`config.mk`:
```
export PLATFORM = sky130hd
export DESIGN_NAME = tcce_front
export DESIGN_NICKNAME = d
export VERILOG_FILES = /design/src/design/tcce_pkg.sv /design/src/design/tcce_front.sv
export SDC_FILE = /design/constraint.sdc
export NUM_CORES = 1
export LEC_CHECK = 0
export ABC_AREA = 1
export BUFFER_PORTS_ARGS = -buffer_cell sky130_fd_sc_hd__buf_4
export CAP_MARGIN = 5
export CORE_MARGIN = 2
export CORE_UTILIZATION = 52
export CTS_BUF_LIST = sky130_fd_sc_hd__clkbuf_4 sky130_fd_sc_hd__clkbuf_8 sky130_fd_sc_hd__clkbuf_16
export DETAILED_ROUTE_END_ITERATION = 10
export PLACE_DENSITY = 0.83
export REMOVE_ABC_BUFFERS = 1
export SLEW_MARGIN = 20
export SYNTH_ARGS = -nofsm -noshare
export SYNTH_HDL_FRONTEND = slang
export SYNTH_SLANG_ARGS = --single-unit
```
`constraint.sdc`:
```
create_clock -name clk -period 5.05 [get_ports clk]
set_input_delay 0.505 -clock clk [delete_from_list [all_inputs] [get_ports clk]]
set_output_delay 0.505 -clock clk [all_outputs]
set_load 0.01 [all_outputs]
```
`src/design/tcce_pkg.sv`:
```
// Shared types, constants and helpers of the text console cursor engine.
package tcce_pkg;

	localparam int FONT_W   = 8;
	localparam int FONT_H   = 16;
	localparam int MAX_ROWS = 256;

	localparam int CW       = 13;
	localparam int XS_W     = 12;
	localparam int ROW_AW   = $clog2(MAX_ROWS);
	localparam int ROW_CW   = $clog2(MAX_ROWS + 1);
	localparam int TAB_W    = 4;
	localparam int TAB_MAX  = 8;
	localparam int MAX_CMDS = 64;
	localparam int CNT_W    = $clog2(MAX_CMDS + 1);
	localparam int IQ_DEPTH = 2;
	localparam int IQ_AW    = $clog2(IQ_DEPTH);
	localparam int IQ_CW    = $clog2(IQ_DEPTH + 1);
	localparam int OQ_DEPTH = 4;
	localparam int OQ_AW    = $clog2(OQ_DEPTH);
	localparam int OQ_CW    = $clog2(OQ_DEPTH + 1);

	localparam logic [7:0] CH_LAST_CTRL = 8'd31;
	localparam logic [7:0] CH_DEL       = 8'd127;
	localparam logic [7:0] CH_SPACE     = 8'd32;
	localparam logic [7:0] CH_BS        = 8'd8;
	localparam logic [7:0] CH_TAB       = 8'd9;
	localparam logic [7:0] CH_LF        = 8'd10;
	localparam logic [7:0] CH_FF        = 8'd12;
	localparam logic [7:0] CH_CR        = 8'd13;

	localparam logic [1:0] CFG_SCREEN_WIDTH  = 2'd0;
	localparam logic [1:0] CFG_SCREEN_HEIGHT = 2'd1;
	localparam logic [1:0] CFG_TAB_WIDTH     = 2'd2;

	localparam logic [CW-1:0]    SW_RESET = 13'd1024;
	localparam logic [CW-1:0]    SH_RESET = 13'd768;
	localparam logic [TAB_W-1:0] TW_RESET = 4'd4;

	localparam logic [31:0] BAR_COLOR = 32'hFFFF_FFFF;

	typedef enum logic [2:0] {
		OP_NOP, OP_PRINT, OP_BS, OP_TAB, OP_LF, OP_FF, OP_CR
	} op_t;

	typedef enum logic [2:0] {
		CMD_SPAN   = 3'd0,
		CMD_GLYPH  = 3'd1,
		CMD_BAR    = 3'd2,
		CMD_SCROLL = 3'd3,
		CMD_CLEAR  = 3'd4
	} cmd_t;

	typedef enum logic [4:0] {
		ST_IDLE, ST_P0, ST_P1, ST_P3, ST_P4, ST_P5, ST_P6, ST_P7, ST_P8,
		ST_S0, ST_SRD, ST_SWR, ST_S1,
		ST_B0, ST_E0, ST_E1, ST_E2, ST_BL0, ST_BL1, ST_BL2,
		ST_T0, ST_TEND, ST_L0, ST_L1, ST_F0, ST_F1, ST_C0, ST_FIN
	} st_t;

	typedef struct packed {
		op_t         op;
		logic [7:0]  ch;
		logic [31:0] fg;
		logic [31:0] bg;
		logic        mark;
	} item_t;

	typedef struct packed {
		cmd_t            cmd;
		logic [XS_W-1:0] x_start;
		logic [CW-1:0]   x_end;
		logic [XS_W-1:0] y_top;
		logic [7:0]      glyph;
		logic [31:0]     fore;
		logic [31:0]     back;
		logic            last;
	} out_t;

	typedef struct packed {
		logic [CW-1:0]    sw;
		logic [CW-1:0]    sh;
		logic [TAB_W-1:0] tw;
	} cfg_t;

	function automatic out_t mk_cmd(cmd_t c, logic [CW-1:0] xs, logic [CW-1:0] xe,
			logic [CW-1:0] y, logic [7:0] g, logic [31:0] f, logic [31:0] b);
		out_t o;
		o.cmd     = c;
		o.x_start = xs[XS_W-1:0];
		o.x_end   = xe;
		o.y_top   = y[XS_W-1:0];
		o.glyph   = g;
		o.fore    = f;
		o.back    = b;
		o.last    = 1'b0;
		return o;
	endfunction

	function automatic logic [CW-1:0] row_of(logic [CW-1:0] y);
		return CW'(y / FONT_H);
	endfunction

endpackage

```
`src/design/tcce_front.sv`:
```
// Front end: accepts characters, decodes them and queues them for the sequencer.
module tcce_front import tcce_pkg::*; (
	input  logic        clk,
	input  logic        arst_n,
	input  logic        push,
	output logic        full,
	input  logic [7:0]  char_code,
	input  logic [31:0] fg_color,
	input  logic [31:0] bg_color,
	input  logic        mark_printed,
	input  logic        pop,
	output logic        valid,
	output item_t       head
);

	item_t             iq_q [IQ_DEPTH];
	logic [IQ_AW-1:0]  wr_ptr_q;
	logic [IQ_AW-1:0]  rd_ptr_q;
	logic [IQ_CW-1:0]  cnt_q;
	logic              do_push;
	logic              do_pop;
	item_t             dec;

	function automatic op_t classify(logic [7:0] c);
		op_t op;
		op = OP_NOP;
		if (c > CH_LAST_CTRL && c < CH_DEL)
			op = OP_PRINT;
		else if (c == CH_BS)
			op = OP_BS;
		else if (c == CH_TAB)
			op = OP_TAB;
		else if (c == CH_LF)
			op = OP_LF;
		else if (c == CH_FF)
			op = OP_FF;
		else if (c == CH_CR)
			op = OP_CR;
		return op;
	endfunction

	assign full    = (cnt_q == IQ_CW'(IQ_DEPTH));
	assign valid   = (cnt_q != '0);
	assign head    = iq_q[rd_ptr_q];
	assign do_push = push && !full;
	assign do_pop  = pop && valid;

	always_comb begin
		dec.op   = classify(char_code);
		dec.ch   = char_code;
		dec.fg   = fg_color;
		dec.bg   = bg_color;
		dec.mark = mark_printed;
	end

	always_ff @(posedge clk) begin
		if (do_push)
			iq_q[wr_ptr_q] <= dec;
	end

	always_ff @(posedge clk or negedge arst_n) begin
		if (!arst_n) begin
			wr_ptr_q <= '0;
			rd_ptr_q <= '0;
			cnt_q    <= '0;
		end else begin
			if (do_push)
				wr_ptr_q <= wr_ptr_q + IQ_AW'(1);
			if (do_pop)
				rd_ptr_q <= rd_ptr_q + IQ_AW'(1);
			if (do_push && !do_pop)
				cnt_q <= cnt_q + IQ_CW'(1);
			else if (!do_push && do_pop)
				cnt_q <= cnt_q - IQ_CW'(1);
		end
	end

endmodule

```
==> results.py <==
metrics = {
    "layout": {
        "fin_nets": 702,
        "syn_to_final_growth_pct": 32.53,
        "num_antenna_cells": 0,
        "final_core_util_pct": 71.34,
        "final_layout_size_suffix_gt1_share_pct": 29.98,
    },
    "flow_run": {
        "drv_cap": 0,
    },
    "synthesis": {
        "yosys-top-cells-area": "edfxtp_1, nand2_1, dfrtp_1",
        "syn-instance-count": 464,
        "yosysTopAreaCell": "edfxtp_1",
        "yosys_warnings": 0,
        "ys_types": 16,
        "synth_most_common_cell": "nand2_1",
        "ys_ff_latch": 156,
        "ys.flop_type": "edfxtp_1",
        "yosysSeqAreaShare_pct": 78.90,
        "synth-edff-count": 152,
        "syn_area_per_cell_um2": 12.74,
        "synth_top_area_share_pct": 77.21,
        "synth_common_cells": "nand2_1, edfxtp_1, inv_1, nor2_1, buf_2",
        "ys_async_sr_fraction_pct": 2.564,
        "syn_area_um2": 5912,
    },
    "clock_network": {
        "cts_buffer_depth": 2,
        "numClockSinks": 156,
        "clkTransAtPathRegs_ns": 0.06,
        "holdBufCountCts": 1,
        "cts_root_buffer": "clkbuf_16",
        "htreeDepth": 4,
        "tritoncts": "built",
        "clock_latency_ns": 0.42,
        "cts_setup_buffers": 0,
        "numCtsBuffers": 17,
        "cts-resized-gates": 0,
    },
    "critical_path": {
        "arrival_ns": 2.09,
        "crit_path_start_kind": "flop",
        "path_class": "reg -> out",
        "endpoint_kind": "primary output",
        "required_ns": 4.55,
        "cp_max_fo": 77,
    },
    "power_and_ir_drop": {
        "p_leak_uw": 0.003401,
        "vdd_ir_drop_max_mv": 0.3098,
        "p_total_uw": 4797,
        "pwr_density_cell_nw_per_um2": 612.2,
    },
    "sta": {
        "skew_ns": 0.004499,
        "rsz0062_at_grt": "no",
        "slew_headroom_pct": 30.84,
        "slew_viol_final": 0,
        "finalSetupViolations": 0,
        "period_share_pct": 51.41,
        "hold_viol": 0,
        "worst_pin_slew_ns": 1.037,
        "max_freq_ghz": 0.3852,
        "setup_tns_ns": 0,
        "fin_crit_ns": 2.596,
        "holdWs_ns": 0.2724,
    },
    "hold_path": {
        "min_path_type": "in -> reg",
    },
    "global_route": {
        "grt_usage_pct": 20.18,
        "overflow": 0,
        "grt_max_degree": 78,
        "grt_first_pass_wirelength_mm": 19.00,
        "grt_pass1_vias": 3845,
        "antenna_found_initial": 0,
    },
    "placed_design": {
        "hpwl_mm": 7.586,
        "numPortBuffers": 154,
        "gp_congestion": 0.7507,
    },
    "detailed_routing": {
        "wl_per_cell_um": 15.49,
        "vias": 3840,
        "route.detailed.drc": 0,
        "antenna_left": 0,
        "viasPerCell": 4.942,
        "first_iter_violations": 273,
        "drtPass1Iterations": 5,
        "wirelength_mm": 12.04,
    },
    "die": {
        "chipWidth_um": 110.6,
        "die-area_um2": 12240,
        "rows": 38,
        "initial_utilization_pct": 53.83,
        "die_h_um": 110.6,
        "core-area_um2": 10980,
        "io_pins": 155,
    },
    "run_status": {
        "status": "finished, final reports clean",
    },
}
==> per-stage QoR <==
step	instance area (µm²)	worst slack, ns	instances
6_report	7835	2.454	777
5_1_grt	7835	2.297	777
4_1_cts	7835	2.428	777
3_5_place_dp	7158	2.881	744
3_3_place_gp	7158	2.903	744
2_1_floorplan	5788	0.7397	447
==> power by group <==
group | leakage (µW) | switching [µW] | total (µW) | internal (µW)
clock | 0.000316 | 473 | 1410 | 940
combinational | 0.00162 | 898 | 1500 | 607
sequential | 0.00146 | 105 | 1880 | 1770
total | 0.00340 | 1480 | 4800 | 3320
==> sequential cells by signal (all words and copies together) (netlist names) <==
register  flops
cnt_q         2
rd_ptr_q      1
iq_q        152
wr_ptr_q      1
==> path summary, 6_finish.rpt <==
check                             start           to  slack, ns  cells past startpoint
max reg2reg                    cnt_q[1]  iq_q[1][42]       3.04                      4
max in group asynchronous        arst_n     rd_ptr_q       4.51                      2
min in group asynchronous        arst_n     rd_ptr_q       0.42                      2
max                            rd_ptr_q     head[17]       2.45                      4
min reg2reg                    cnt_q[1]     cnt_q[1]       0.50                      2
min                        bg_color[24]  iq_q[1][25]       0.27                      1
==> placed cells by master (no fill, tap or decap), drive strengths merged <==
cell	instances
ha	1
nor2	14
xnor2	1
nand2	252
a21oi	1
inv	15
bufinv	6
nand4	1
clkinv	3
clkinvlp	3
edfxtp	152
clkbuf	20
o21ai	1
buf	157
nand3	4
dfrtp	4
xor2	1
dlygate4sd3	1
==> routing by layer <==
metal	GRT usage, %	vias to the layer above	wire length, µm
met5	0	-	0
met4	8.333	0	240
met3	7.300	22	957
met2	32.43	162	6158
met1	24.95	1795	4679
li1	-	1861	-
==> logic make-up (layout without fill, tap and decap cells) <==
family	count (synthesis)	count (layout)	synth area share (%)
adder cells (fa/ha/maj)	1	1	0.2116
buffers and inverters	32	205	3.090
AO/OA/AOI/OAI	2	2	0.1691
XOR/XNOR	2	2	0.2964
AND/OR/NAND/NOR	271	271	17.33
flip-flops	156	156	78.90
==> worst max-delay path: stages (launching register included) <==
cell	delay, ns
dfrtp_2	0.59
inv_4	0.65
nand2_1	0.17
nand2_1	0.12
buf_4	0.12
==> final cells by class <==
cell class / count / area (µm²)
Clock inverter: 12 / 219.0
Tap cell: 140 / 175.2
Sequential cell: 156 / 4666
Fill cell: 754 / 3148
Inverter: 15 / 58.81
Clock buffer: 20 / 447.9
Multi-Input combinational cell: 276 / 1080
Timing Repair Buffer: 158 / 1189
Note: power is estimated with default switching activity, not from simulation.
