--- src/design/tcce_pkg.sv ---
// Shared types, constants and helpers of the text console cursor engine.
package tcce_pkg;

	localparam int FONT_W   = 8;
	localparam int FONT_H   = 16;
	localparam int MAX_ROWS = 256;

	localparam int CW       = 13;
	localparam int XS_W     = 12;
	localparam int ROW_AW   = $clog2(MAX_ROWS);
	localparam int ROW_CW   = $clog2(MAX_ROWS + 1);
	localparam int TAB_W    = 4;
	localparam int TAB_MAX  = 8;
	localparam int MAX_CMDS = 64;
	localparam int CNT_W    = $clog2(MAX_CMDS + 1);
	localparam int IQ_DEPTH = 2;
	localparam int IQ_AW    = $clog2(IQ_DEPTH);
	localparam int IQ_CW    = $clog2(IQ_DEPTH + 1);
	localparam int OQ_DEPTH = 4;
	localparam int OQ_AW    = $clog2(OQ_DEPTH);
	localparam int OQ_CW    = $clog2(OQ_DEPTH + 1);

	localparam logic [7:0] CH_LAST_CTRL = 8'd31;
	localparam logic [7:0] CH_DEL       = 8'd127;
	localparam logic [7:0] CH_SPACE     = 8'd32;
	localparam logic [7:0] CH_BS        = 8'd8;
	localparam logic [7:0] CH_TAB       = 8'd9;
	localparam logic [7:0] CH_LF        = 8'd10;
	localparam logic [7:0] CH_FF        = 8'd12;
	localparam logic [7:0] CH_CR        = 8'd13;

	localparam logic [1:0] CFG_SCREEN_WIDTH  = 2'd0;
	localparam logic [1:0] CFG_SCREEN_HEIGHT = 2'd1;
	localparam logic [1:0] CFG_TAB_WIDTH     = 2'd2;

	localparam logic [CW-1:0]    SW_RESET = 13'd1024;
	localparam logic [CW-1:0]    SH_RESET = 13'd768;
	localparam logic [TAB_W-1:0] TW_RESET = 4'd4;

	localparam logic [31:0] BAR_COLOR = 32'hFFFF_FFFF;

	typedef enum logic [2:0] {
		OP_NOP, OP_PRINT, OP_BS, OP_TAB, OP_LF, OP_FF, OP_CR
	} op_t;

	typedef enum logic [2:0] {
		CMD_SPAN   = 3'd0,
		CMD_GLYPH  = 3'd1,
		CMD_BAR    = 3'd2,
		CMD_SCROLL = 3'd3,
		CMD_CLEAR  = 3'd4
	} cmd_t;

	typedef enum logic [4:0] {
		ST_IDLE, ST_P0, ST_P1, ST_P3, ST_P4, ST_P5, ST_P6, ST_P7, ST_P8,
		ST_S0, ST_SRD, ST_SWR, ST_S1,
		ST_B0, ST_E0, ST_E1, ST_E2, ST_BL0, ST_BL1, ST_BL2,
		ST_T0, ST_TEND, ST_L0, ST_L1, ST_F0, ST_F1, ST_C0, ST_FIN
	} st_t;

	typedef struct packed {
		op_t         op;
		logic [7:0]  ch;
		logic [31:0] fg;
		logic [31:0] bg;
		logic        mark;
	} item_t;

	typedef struct packed {
		cmd_t            cmd;
		logic [XS_W-1:0] x_start;
		logic [CW-1:0]   x_end;
		logic [XS_W-1:0] y_top;
		logic [7:0]      glyph;
		logic [31:0]     fore;
		logic [31:0]     back;
		logic            last;
	} out_t;

	typedef struct packed {
		logic [CW-1:0]    sw;
		logic [CW-1:0]    sh;
		logic [TAB_W-1:0] tw;
	} cfg_t;

	function automatic out_t mk_cmd(cmd_t c, logic [CW-1:0] xs, logic [CW-1:0] xe,
			logic [CW-1:0] y, logic [7:0] g, logic [31:0] f, logic [31:0] b);
		out_t o;
		o.cmd     = c;
		o.x_start = xs[XS_W-1:0];
		o.x_end   = xe;
		o.y_top   = y[XS_W-1:0];
		o.glyph   = g;
		o.fore    = f;
		o.back    = b;
		o.last    = 1'b0;
		return o;
	endfunction

	function automatic logic [CW-1:0] row_of(logic [CW-1:0] y);
		return CW'(y / FONT_H);
	endfunction

endpackage

--- src/design/tcce_outq.sv ---
// Result queue between the sequencer and the output ports.
module tcce_outq import tcce_pkg::*; (
	input  logic clk,
	input  logic arst_n,
	input  logic push,
	input  out_t data,
	output logic full,
	input  logic pop,
	output logic empty,
	output out_t head
);

	out_t             oq_q [OQ_DEPTH];
	logic [OQ_AW-1:0] wr_ptr_q;
	logic [OQ_AW-1:0] rd_ptr_q;
	logic [OQ_CW-1:0] cnt_q;
	logic             do_push;
	logic             do_pop;

	assign full    = (cnt_q == OQ_CW'(OQ_DEPTH));
	assign empty   = (cnt_q == '0);
	assign head    = oq_q[rd_ptr_q];
	assign do_push = push && !full;
	assign do_pop  = pop && !empty;

	always_ff @(posedge clk) begin
		if (do_push)
			oq_q[wr_ptr_q] <= data;
	end

	always_ff @(posedge clk or negedge arst_n) begin
		if (!arst_n) begin
			wr_ptr_q <= '0;
			rd_ptr_q <= '0;
			cnt_q    <= '0;
		end else begin
			if (do_push)
				wr_ptr_q <= wr_ptr_q + OQ_AW'(1);
			if (do_pop)
				rd_ptr_q <= rd_ptr_q + OQ_AW'(1);
			if (do_push && !do_pop)
				cnt_q <= cnt_q + OQ_CW'(1);
			else if (!do_push && do_pop)
				cnt_q <= cnt_q - OQ_CW'(1);
		end
	end

endmodule

--- config.mk ---
export PLATFORM = sky130hd
export DESIGN_NAME = tcce_outq
export DESIGN_NICKNAME = d
export VERILOG_FILES = /design/src/design/tcce_pkg.sv /design/src/design/tcce_outq.sv
export SDC_FILE = /design/constraint.sdc
export NUM_CORES = 1
export LEC_CHECK = 0
export BUFFER_PORTS_ARGS = -buffer_cell sky130_fd_sc_hd__clkbuf_2
export CORE_ASPECT_RATIO = 0.9
export CORE_MARGIN = 4
export CORE_UTILIZATION = 57
export DETAILED_ROUTE_END_ITERATION = 8
export PLACE_DENSITY = 0.85
export SLEW_MARGIN = 30
export SYNTH_ARGS = -nofsm -noshare
export SYNTH_HDL_FRONTEND = slang
export SYNTH_SLANG_ARGS = --single-unit
--- constraint.sdc ---
create_clock -name clk -period 4.9 [get_ports clk]
set_clock_uncertainty 0.15 [all_clocks]
set_input_delay 0 -clock clk [delete_from_list [all_inputs] [get_ports clk]]
set_output_delay 0 -clock clk [all_outputs]
set_load 0.02 [all_outputs]
==> results by group, run 1 <==
Run status
  – Status: complete, no violations

Detailed routing
  – Final ANT Viol Nets: 0
  – Total number of vias: 8,123
  – DR iter-0 viols: 648
  – Vias per cell: 5.64
  – Routed len/inst: 24.0 um
  – Total Wirelength: 34,600 um
  – DRC Markers: 0
  – Drt pass-1 iters: 6

Die
  – Die ar.: 32,100 um^2
  – Die Y: 170 um
  – Rows: 59
  – Width of the die: 188 um
  – Core area: 28,900 um^2
  – I/O pins: 232
  – Starting density of the core: 57.9%

CTS
  – Clk Tree Root Cell: clkbuf_16
  – CTS resizes: 0
  – CTS tree: built
  – Clock transition at the registers of the reported paths: 0.06 ns
  – Clk Latency, worst-skew pair: 0.52 ns
  – CTS H-Tree Depth: 2
  – Clk buf depth: 3
  – Post-CTS setup repair buffer count: 0
  – Num CTS Buffers: 43
  – CTS Hold Bufs: 117
  – Clk sinks: 459

Finish
  – Layout Cells excl Fill: 1,441
  – Post-layout util: 72.7%
  – Layout cell share with drive strength beyond 1: 40.9%
  – Nets@finish: 1,131
  – Most frequent cells in the layout: 452 x edfxtp_1, 231 x clkbuf_2, 117 x dlygate4sd3_1, 113 x mux4_2, 44 x clkbuf_16
  – Commonest non-fill, non-tap cell in the layout: edfxtp_1
  – Area delta synth->final: 25.6%

Run
  – Max-cap check violation count: 0

Yosys
  – Mux contribution to synthesized area: 15.4%
  – Synth Area in XOR/XNOR: 0.315%
  – Simple-Gate Fraction of Synth Area: 0.375%
  – Mapped Area: 16,700 um^2
  – Post-Syn Instances: 627
  – Syn_nets: 750
  – YS warnings: 0
  – Sequential-to-total area share from yosys stat: 82.3%
  – Largest family of logic cells by synthesized area: multiplexers
  – Compound-Gate Fraction of Synth Area: 0%
  – Adder-Cell Fraction of Synth Area: 0.494%
  – Register bit total from synthesis: 459
  – Post-Syn Area per Cell: 26.6 um^2
  – Post-synth cell types: 21

STA
  – Period Utilization, post-route: 59.1%
  – Final hold violation count: 0
  – RSZ-0062 raised after global routing: no
  – Maximum operating frequency: 0.345 GHz
  – Final setup vio count: 0
  – Minimum clock period: 2.90 ns
  – Final WS setup: 2.00 ns
  – Setup TNS: 0 ns
  – Actual slew at the worst max-slew pin: 0.832 ns
  – Pins Over Slew Limit: 0
  – Slew margin rel.: 44.6%

Placed design
  – Setup WS pre-CTS: 2.04 ns
  – Detail Placement HPWL: 19,400 um
  – RD Place Congestion: 0.757
  – DP Cell Count: 1,241
  – IO buf count: 231

Critical path
  – Critical Path AT: 2.75 ns
  – Critical Path Fanout Max: 47
  – Critical Path RT: 4.75 ns
  – Setup crit start kind: register
  – Critical path endpoint category: output port
  – Max stage delay on crit path: 0.97 ns
  – Slowest CP cell: dfrtp_4
  – Critical-path cell list: buf_12 -> mux4_2 -> clkbuf_2
  – Setup CP Type: register to output port

Global routing
  – Vias in the first global route: 8,734
  – GRT Resource Usage Total: 21.7%
  – Antenna violations before repair: 5
  – Largest net degree at the start of global routing: 65
  – First-pass GRT wire length: 53,000 um
  – Total grt overflow: 0

Hold path
  – Type of the most critical hold path: input port to register

Pwr
  – Pwr Total: 0.0128 W
  – P per Cell Area: 609 nW/um^2
  – Leak pwr: 7.30 nW
  – Worst vdd ir: 0.638 mV
-- where the power goes --
group / switching (W) / internal, W / total, W
registers: 0.000358 / 0.00519 / 0.00555
clock network: 0.00136 / 0.00186 / 0.00321
logic: 0.00236 / 0.00166 / 0.00403
-- stage by stage --
step	hold slack [ns]	cell area (um^2)
global placement	-0.305	18300
global route	0.0749	21000
floorplan	-0.446	16700
CTS	0.0518	20900
finish	0.0762	21000
detailed placement	-0.301	18400
-- final cells by class --
| cell class | instances | area (um^2) |
|---|---|---|
| Sequential cell | 459 | 13800 |
| Tap cell | 396 | 495 |
| Timing Repair Buffer | 363 | 2560 |
| Antenna cell | 4 | 10.0 |
| Clock buffer | 56 | 1180 |
| Multi-Input combinational cell | 137 | 2780 |
| Fill cell | 1602 | 7880 |
| Inverter | 4 | 15.0 |
| Clock inverter | 22 | 195 |
-- final timing paths --
| path | start | to | slack [ns] | cells past startpoint |
|---|---|---|---|---|
| max | rd_ptr_q[0]$_DFFE_PN0P_ | head[11] | 2.00 | 3 |
| min | data[37] | oq_q[0][37]$_DFFE_PP_ | 0.08 | 2 |
| max reg2reg | cnt_q[2]$_DFFE_PN0P_ | oq_q[1][60]$_DFFE_PP_ | 2.03 | 4 |
| min reg2reg | cnt_q[2]$_DFFE_PN0P_ | cnt_q[2]$_DFFE_PN0P_ | 0.36 | 1 |
| max in group asynchronous | arst_n | rd_ptr_q[1]$_DFFE_PN0P_ | 3.97 | 3 |
| min in group asynchronous | arst_n | wr_ptr_q[0]$_DFFE_PN0P_ | 0.33 | 3 |
-- metal layers --
| metal | global-route usage, % | vias up | part of all wire [%] |
|---|---|---|---|
| met5 | 0 | - | 0.038 |
| met4 | 5.42 | 2 | 2.2 |
| met3 | 5.72 | 66 | 8.0 |
| met2 | 36.5 | 354 | 51 |
| met1 | 29.3 | 4227 | 38 |
| li1 | - | 3474 | - |
-- cells by family (layout without fill, tap and decap cells) --
group / count (synthesis) / count (layout)
buf+inv: 31 / 445
flops: 459 / 459
simple gates: 10 / 10
other cells: 0 / 4
fa+ha+maj: 6 / 6
xor+xnor: 6 / 6
mux: 115 / 115
-- synthesized netlist by cell type, drive strengths merged --
| cell | instances | area (um^2) |
|---|---|---|
| or3 | 1 | 6.26 |
| ha | 5 | 62.6 |
| xor2 | 2 | 17.5 |
| fa | 1 | 20.0 |
| nor3b | 1 | 12.5 |
| xnor2 | 4 | 35.0 |
| dfrtp | 7 | 175 |
| inv | 4 | 15.0 |
| nor2 | 1 | 3.75 |
| mux4 | 113 | 2540 |
| nand3 | 1 | 5.00 |
| mux2 | 2 | 22.5 |
| clkbuf | 4 | 15.0 |
| edfxtp | 452 | 13600 |
| nor2b | 1 | 6.26 |
| buf | 23 | 161 |
| nand2 | 1 | 3.75 |
| and2 | 4 | 25.0 |
-- worst max-delay path: cells and delay by family, from the launching register on --
family                 cells  cell delay (ns)
flip-flops                 1             0.97
multiplexers               1             0.61
buffers and inverters      2             0.59
-- flip-flops by register name, summed over array words and instances (netlist names) --
signal	cells
oq_q	452
wr_ptr_q	2
cnt_q	3
rd_ptr_q	2
(Power assumes the default switching activity.)
==> run 2: changes to the inputs <==
Clock period 4.9 ns to 3 ns, I/O delays scaled along.
==> run 2 against run 1 <==
  * Die area did not move
  * Via count hardly changed
  * Final area about the same
  * Count of clock-buffer cells in the layout grew 2
  * Flip-flop and latch count did not move
  * Sequential share of layout area is essentially flat
  * Sequential power up 62%
  * Hold slack better by 0.011 ns
  * Register-to-register slack got worse by 1.6 ns
  * Clock power up 60%
  * Core utilization rose by 0.052 points
  * Critical path depth unchanged
  * Highest routed layer unchanged
==> results by group, run 2 (synthesis gave the netlist of run 1 again) <==
Finish
  – Nets@finish: 1,136 (+0.44%)
  – Layout cell share with drive strength beyond 1: 41.0% (+0.061 points)
  – Largest regs: oq_q: 452 flops, cnt_q: 3 flops
  – Commonest non-fill, non-tap cell in the layout: edfxtp_1
  – Multi-input logic area: 2780 um^2 (unchanged)
  – Largest reg by FF count: oq_q
  – Most frequent cells in the layout: 452 x edfxtp_1, 231 x clkbuf_2, 117 x dlygate4sd3_1, 113 x mux4_2, 45 x clkbuf_16
  – Fill cell count: 1,577 (-1.6%)
  – FF/Latch Area: 13,800 um^2 (unchanged)
  – Design area: 21,000 um^2 (about the same)
  – Largest register FFs: 452 (unchanged)
  – Area delta synth->final: 25.7% (about the same)
  – Post-layout util: 72.8% (about the same)

Critical path
  – Critical path endpoint category: output port
  – Setup crit start kind: register
  – Setup CP Type: register to output port
  – Critical Path AT: 2.46 ns (-0.29 ns)
  – Critical Path RT: 2.85 ns (-1.90 ns)
  – Critical Path Fanout Max: 28 (-40%)

Die
  – Starting density of the core: 57.9% (unchanged)
  – Core area: 28,900 um^2 (unchanged)
  – Die ar.: 32,100 um^2 (unchanged)
  – I/O pins: 232 (unchanged)
  – Die Y: 170 um (unchanged)
  – Rows: 59 (unchanged)
  – Width of the die: 188 um (unchanged)

Run
  – Max-cap check violation count: 0 (unchanged)

Placed design
  – Detail Placement HPWL: 19,900 um (+2.2%)
  – Placed cell area: 18,500 um^2 (+0.53%)
  – RD Place Congestion: 0.779 (+2.9%)
  – Setup WS pre-CTS: 0.580 ns (-1.46 ns)
  – IO buf count: 231 (unchanged)

Hold path
  – Type of the most critical hold path: input port to register

Detailed routing
  – Vias per cell: 5.67 (+0.54%)
  – DRC Markers: 0 (unchanged)
  – Final ANT Viol Nets: 0 (unchanged)
  – Total Wirelength: 34,400 um (-0.59%)
  – Drt pass-1 iters: 5 (-1)
  – Total number of vias: 8,127 (+0.049%)
  – DR iter-0 viols: 671 (+3.5%)
  – Routed len/inst: 24.0 um (-0.10%)

STA
  – Setup TNS: 0 ns (unchanged)
  – Pins Over Slew Limit: 0 (unchanged)
  – RSZ-0062 raised after global routing: no
  – Actual slew at the worst max-slew pin: 0.618 ns (-0.213 ns)
  – Minimum clock period: 2.61 ns
  – Maximum operating frequency: 0.383 GHz
  – Period Utilization, post-route: 87.1%
  – Final hold violation count: 0 (unchanged)
  – Final WS setup: 0.388 ns (-1.61 ns)
  – Slew margin rel.: 58.7% (+14 points)
  – Final setup vio count: 0 (unchanged)

CTS
  – Clock transition at the registers of the reported paths: 0.06 ns (about the same)
  – Post-CTS setup repair buffer count: 0 (unchanged)
  – CTS H-Tree Depth: 2 (unchanged)
  – Clk Latency, worst-skew pair: 0.52 ns (about the same)
  – CTS resizes: 0 (unchanged)
  – Clk Tree Root Cell: clkbuf_16
  – Num CTS Buffers: 44 (+2.3%)
  – Clk buf depth: 3 (unchanged)
  – CTS Hold Bufs: 117 (unchanged)
  – CTS tree: built
  – Clk sinks: 459 (unchanged)

Global routing
  – Antenna violations before repair: 4 (-1)
  – Vias in the first global route: 8,730 (-0.046%)
  – GRT Resource Usage Total: 21.6% (-0.10 points)
  – First-pass GRT wire length: 52,900 um (-0.21%)
  – Largest net degree at the start of global routing: 57 (-12%)
  – Total grt overflow: 0 (unchanged)

Run status
  – Status: complete, no violations

Pwr
  – Pwr Total: 0.0209 W (+63%)
  – Leak pwr: 7.30 nW (about the same)
  – P per Cell Area: 994 nW/um^2 (+63%)
  – Worst vdd ir: 0.905 mV (+42%)
==> run 2: final timing paths <==
path,cells past startpoint,end,slack (ns),start
setup / recovery,3,head[108],0.39,rd_ptr_q[0]$_DFFE_PN0P_
hold / removal,2,oq_q[3][79]$_DFFE_PP_,0.09,data[79]
setup reg to reg,8,cnt_q[2]$_DFFE_PN0P_,0.47,cnt_q[2]$_DFFE_PN0P_
hold reg to reg,1,cnt_q[2]$_DFFE_PN0P_,0.36,cnt_q[2]$_DFFE_PN0P_
max in group asynchronous,3,rd_ptr_q[1]$_DFFE_PN0P_,2.08,arst_n
min in group asynchronous,3,rd_ptr_q[0]$_DFFE_PN0P_,0.33,arst_n
==> run 2: layer usage <==
layer / up-vias / track usage, % / share of wire (%)
met4: 6 / 5.10 / 2.1
met3: 65 / 5.58 / 7.7
met2: 374 / 36.2 / 52
met5: - / 0 / 0.12
li1: 3483 / - / -
met1: 4199 / 29.5 / 38
==> run 2: power by group <==
group | switching, W | internal (W) | total [W]
sequential | 0.000526 | 0.00847 | 0.00900
combinational | 0.00394 | 0.00280 | 0.00674
clock | 0.00213 | 0.00301 | 0.00514
==> run 2: final cells by class <==
cell class / instances / share of cell area, %
multi-input combinational: 137 / 13.2
clock inverter: 12 / 0.661
timing repair buffer: 367 / 12.5
inverter: 4 / 0.0715
tap: 396 / 2.36
clock buffer: 58 / 5.64
antenna: 1 / 0.0119
sequential: 459 / 65.5
==> run 2: stage by stage <==
stage	std cells	hold slack, ns
5_1_grt	1434	0.0801
6_report	1434	0.0877
3_3_place_gp	1246	-0.308
3_5_place_dp	1246	-0.303
4_1_cts	1433	0.0654
2_1_floorplan	627	-0.446
==> run 2: critical path: stages, from the launching register on <==
cell      delay (ns)
dfrtp_4         0.81
buf_12          0.32
mux4_2          0.59
clkbuf_2        0.19
==> run 3: changes to the inputs <==
Settings changed: GPL_TIMING_DRIVEN from default to 0.
==> run 3 against run 2 <==
  * Register-to-register slack gained 0.05 ns
  * Critical path depth grew 5
  * Flip-flop and latch count is the same
  * Hold slack lost 0.0074 ns
  * Final area grew 0.77%
  * First-iteration DRC count shrank 17%
  * Sequential power shrank 2.3%
  * Wire length grew 0.35%
  * Sequential share of layout area shrank 0.54 points
  * Combinational power grew 4.0%
  * Setup slack gained 0.13 ns
  * Critical endpoint is now cnt_q[2]$_DFFE_PN0P_
  * Largest power group unchanged
  * Highest routed layer is now met4
==> results by group, run 3 (synthesis gave the netlist of run 1 again) <==
Run status
  – Status: complete, no violations

Global routing
  – First-pass GRT wire length: 53,400 um (+0.94%)
  – Total grt overflow: 0 (unchanged)
  – Largest net degree at the start of global routing: 44 (-23%)
  – Antenna violations before repair: 1 (-3)
  – Met1 usage: 28.8% (-0.74 points)
  – GRT Resource Usage Total: 21.8% (+0.18 points)
  – M3 GR Usage: 6.30% (+0.72 points)
  – Vias in the first global route: 9,030 (+3.4%)
  – M2 GR Usage: 37.2% (+0.94 points)
  – Gr busiest metal: met2

CTS
  – CTS tree: built
  – Clk Latency, worst-skew pair: 0.53 ns (about the same)
  – Clk Tree Root Cell: clkbuf_16
  – Clock transition at the registers of the reported paths: 0.06 ns (about the same)
  – CTS H-Tree Depth: 2 (unchanged)
  – Clk sinks: 459 (unchanged)
  – Clk buf depth: 3 (unchanged)
  – Num CTS Buffers: 45 (+2.3%)

Critical path
  – R2R cell count: 8 (unchanged)
  – Critical-path cell list: or3_1 -> nand2_1 -> ha_1 -> inv_1 -> fa_1 -> xor2_1 -> nor2_1 -> xor2_1
  – Setup crit start kind: register
  – R2R Setup Slk: 0.52 ns (+0.05 ns)
  – Reg2Reg Capture Point: cnt_q[2]$_DFFE_PN0P_
  – Worst path buffer plus inverter count: 1 (-1)
  – Critical Path RT: 3.31 ns (+0.46 ns)
  – Critical Path AT: 2.79 ns (+0.33 ns)
  – Crit Reg-Reg Startpoint: cnt_q[0]$_DFFE_PN0P_
  – Slowest CP cell: dfrtp_1
  – Crit. path cell count: 8 (+5)
  – Critical Path Fanout Max: 4 (-86%)
  – Worst path top cell family by delay: simple AND/OR/NAND/NOR gates
  – CP dominant cell by count: xor2_1
  – Setup CP Type: register to register
  – Critical path endpoint category: register
  – Max stage delay on crit path: 0.48 ns (-0.33 ns)

STA
  – Minimum clock period: 2.48 ns (-0.127 ns)
  – Fin Hold WS: 0.0803 ns (-0.00737 ns)
  – Slew margin rel.: 44.4% (-14 points)
  – RSZ-0062 raised after global routing: no
  – Pins Over Slew Limit: 0 (unchanged)
  – Final hold violation count: 0 (unchanged)
  – Maximum operating frequency: 0.402 GHz (+5.1%)
  – Actual slew at the worst max-slew pin: 0.833 ns (+0.215 ns)
  – Final setup vio count: 0 (unchanged)
  – Period Utilization, post-route: 82.8% (-4.2 points)

Detailed routing
  – Total number of vias: 8,169 (+0.52%)
  – Final ANT Viol Nets: 0 (unchanged)
  – Routed len/inst: 23.6 um (-1.7%)
  – DRC Markers: 0 (unchanged)
  – Vias per cell: 5.58 (-1.5%)
  – Drt pass-1 iters: 5 (unchanged)
  – Total Wirelength: 34,500 um (+0.35%)
  – DR iter-0 viols: 555 (-17%)

Die
  – Die Y: 170 um (unchanged)
  – Width of the die: 188 um (unchanged)
  – Die ar.: 32,100 um^2 (unchanged)
  – Rows: 59 (unchanged)
  – Core area: 28,900 um^2 (unchanged)
  – Starting density of the core: 57.9% (unchanged)
  – I/O pins: 232 (unchanged)

Finish
  – Layout cell share with drive strength beyond 1: 41.8% (+0.82 points)
  – Most frequent cells in the layout: 452 x edfxtp_1, 231 x clkbuf_2, 117 x dlygate4sd3_1, 113 x mux4_2, 47 x clkbuf_16
  – Area delta synth->final: 26.7%
  – Nets@finish: 1,155 (+1.7%)
  – Largest register FFs: 452 (unchanged)
  – Largest regs: oq_q: 452 flops, cnt_q: 3 flops
  – Design area: 21,200 um^2 (+0.77%)
  – Commonest non-fill, non-tap cell in the layout: edfxtp_1
  – Largest reg by FF count: oq_q

Placed design
  – RD Place Congestion: 0.715 (-8.3%)
  – Placed cell area: 18,600 um^2 (+0.39%)
  – IO buf count: 231 (unchanged)
  – Detail Placement HPWL: 20,300 um (+2.4%)

Hold path
  – Type of the most critical hold path: input port to register
  – Hold Crit Endpoint: oq_q[0][61]$_DFFE_PP_
  – Hold Crit Depth: 2 (unchanged)
  – Hold Startpoint: data[61]

Run
  – Max-cap check violation count: 0 (unchanged)

Pwr
  – Leak pwr: 7.39 nW (+1.3%)
  – Worst vdd ir: 0.890 mV (-1.6%)
  – Pwr Total: 0.0211 W (+1.3%)
  – P per Cell Area: 999 nW/um^2 (+0.51%)
-- run 3: cell types whose count changed in the layout (fill, tap and decap cells not counted), sizes merged --
| cell | previous run | this run |
|---|---|---|
| buf | 19 | 33 |
| bufinv | 3 | 2 |
| clkbuf | 289 | 295 |
| clkinv | 6 | 14 |
| clkinvlp | 2 | 5 |
-- run 3: worst max path at each step --
stage,startpoint,end,slack [ns]
after floorplan,cnt_q[2]$_DFFE_PN0P_,oq_q[0][0]$_DFFE_PP_,0.16
after global placement,cnt_q[2]$_DFFE_PN0P_,oq_q[1][61]$_DFFE_PP_,-0.83
after detailed placement,cnt_q[2]$_DFFE_PN0P_,oq_q[2][63]$_DFFE_PP_,0.59
after CTS,rd_ptr_q[1]$_DFFE_PN0P_,head[36],0.50
after global routing,cnt_q[0]$_DFFE_PN0P_,cnt_q[2]$_DFFE_PN0P_,0.38
final,cnt_q[0]$_DFFE_PN0P_,cnt_q[2]$_DFFE_PN0P_,0.52
-- run 3: final cells by class --
type / count / area [um^2]
Sequential cell: 459 / 13700
Fill cell: 1585 / 7700
Multi-Input combinational cell: 137 / 2780
Timing Repair Buffer: 358 / 2530
Clock buffer: 60 / 1240
Tap cell: 396 / 495
Buffer: 27 / 176
Clock inverter: 22 / 170
Inverter: 4 / 15.0
Antenna cell: 1 / 2.50
-- run 3: power by group --
part | internal (W) | switching [W]
Sequential | 0.00847 | 0.000321
Combinational | 0.00283 | 0.00418
Clock | 0.00309 | 0.00226
Total | 0.0144 | 0.00675
-- run 3: timing repair --
action / 4_1_cts / 5_1_grt
setup buffers: 0 / 0
hold buffers: 117 / 0
gates resized for setup: 0 / 0
hold endpoints to repair: 466 / 0
-- run 3: metrics by stage --
step | setup TNS [ns] | setup slack, ns | std cells | util, %
finish | 0 | 0.515 | 1464 | 73.3
global route | 0 | 0.381 | 1464 | 73.3
CTS | 0 | 0.501 | 1463 | 73.3
detailed placement | 0 | 0.594 | 1264 | 64.4
global placement | -364.22 | -0.832 | 1254 | 63.6
floorplan | 0 | 0.157 | 627 | -
-- run 3: layer usage --
layer,wire length [um],vias up
li1,-,3527
met1,12900,4217
met2,17900,367
met3,3020,58
met4,674,0
met5,0,-
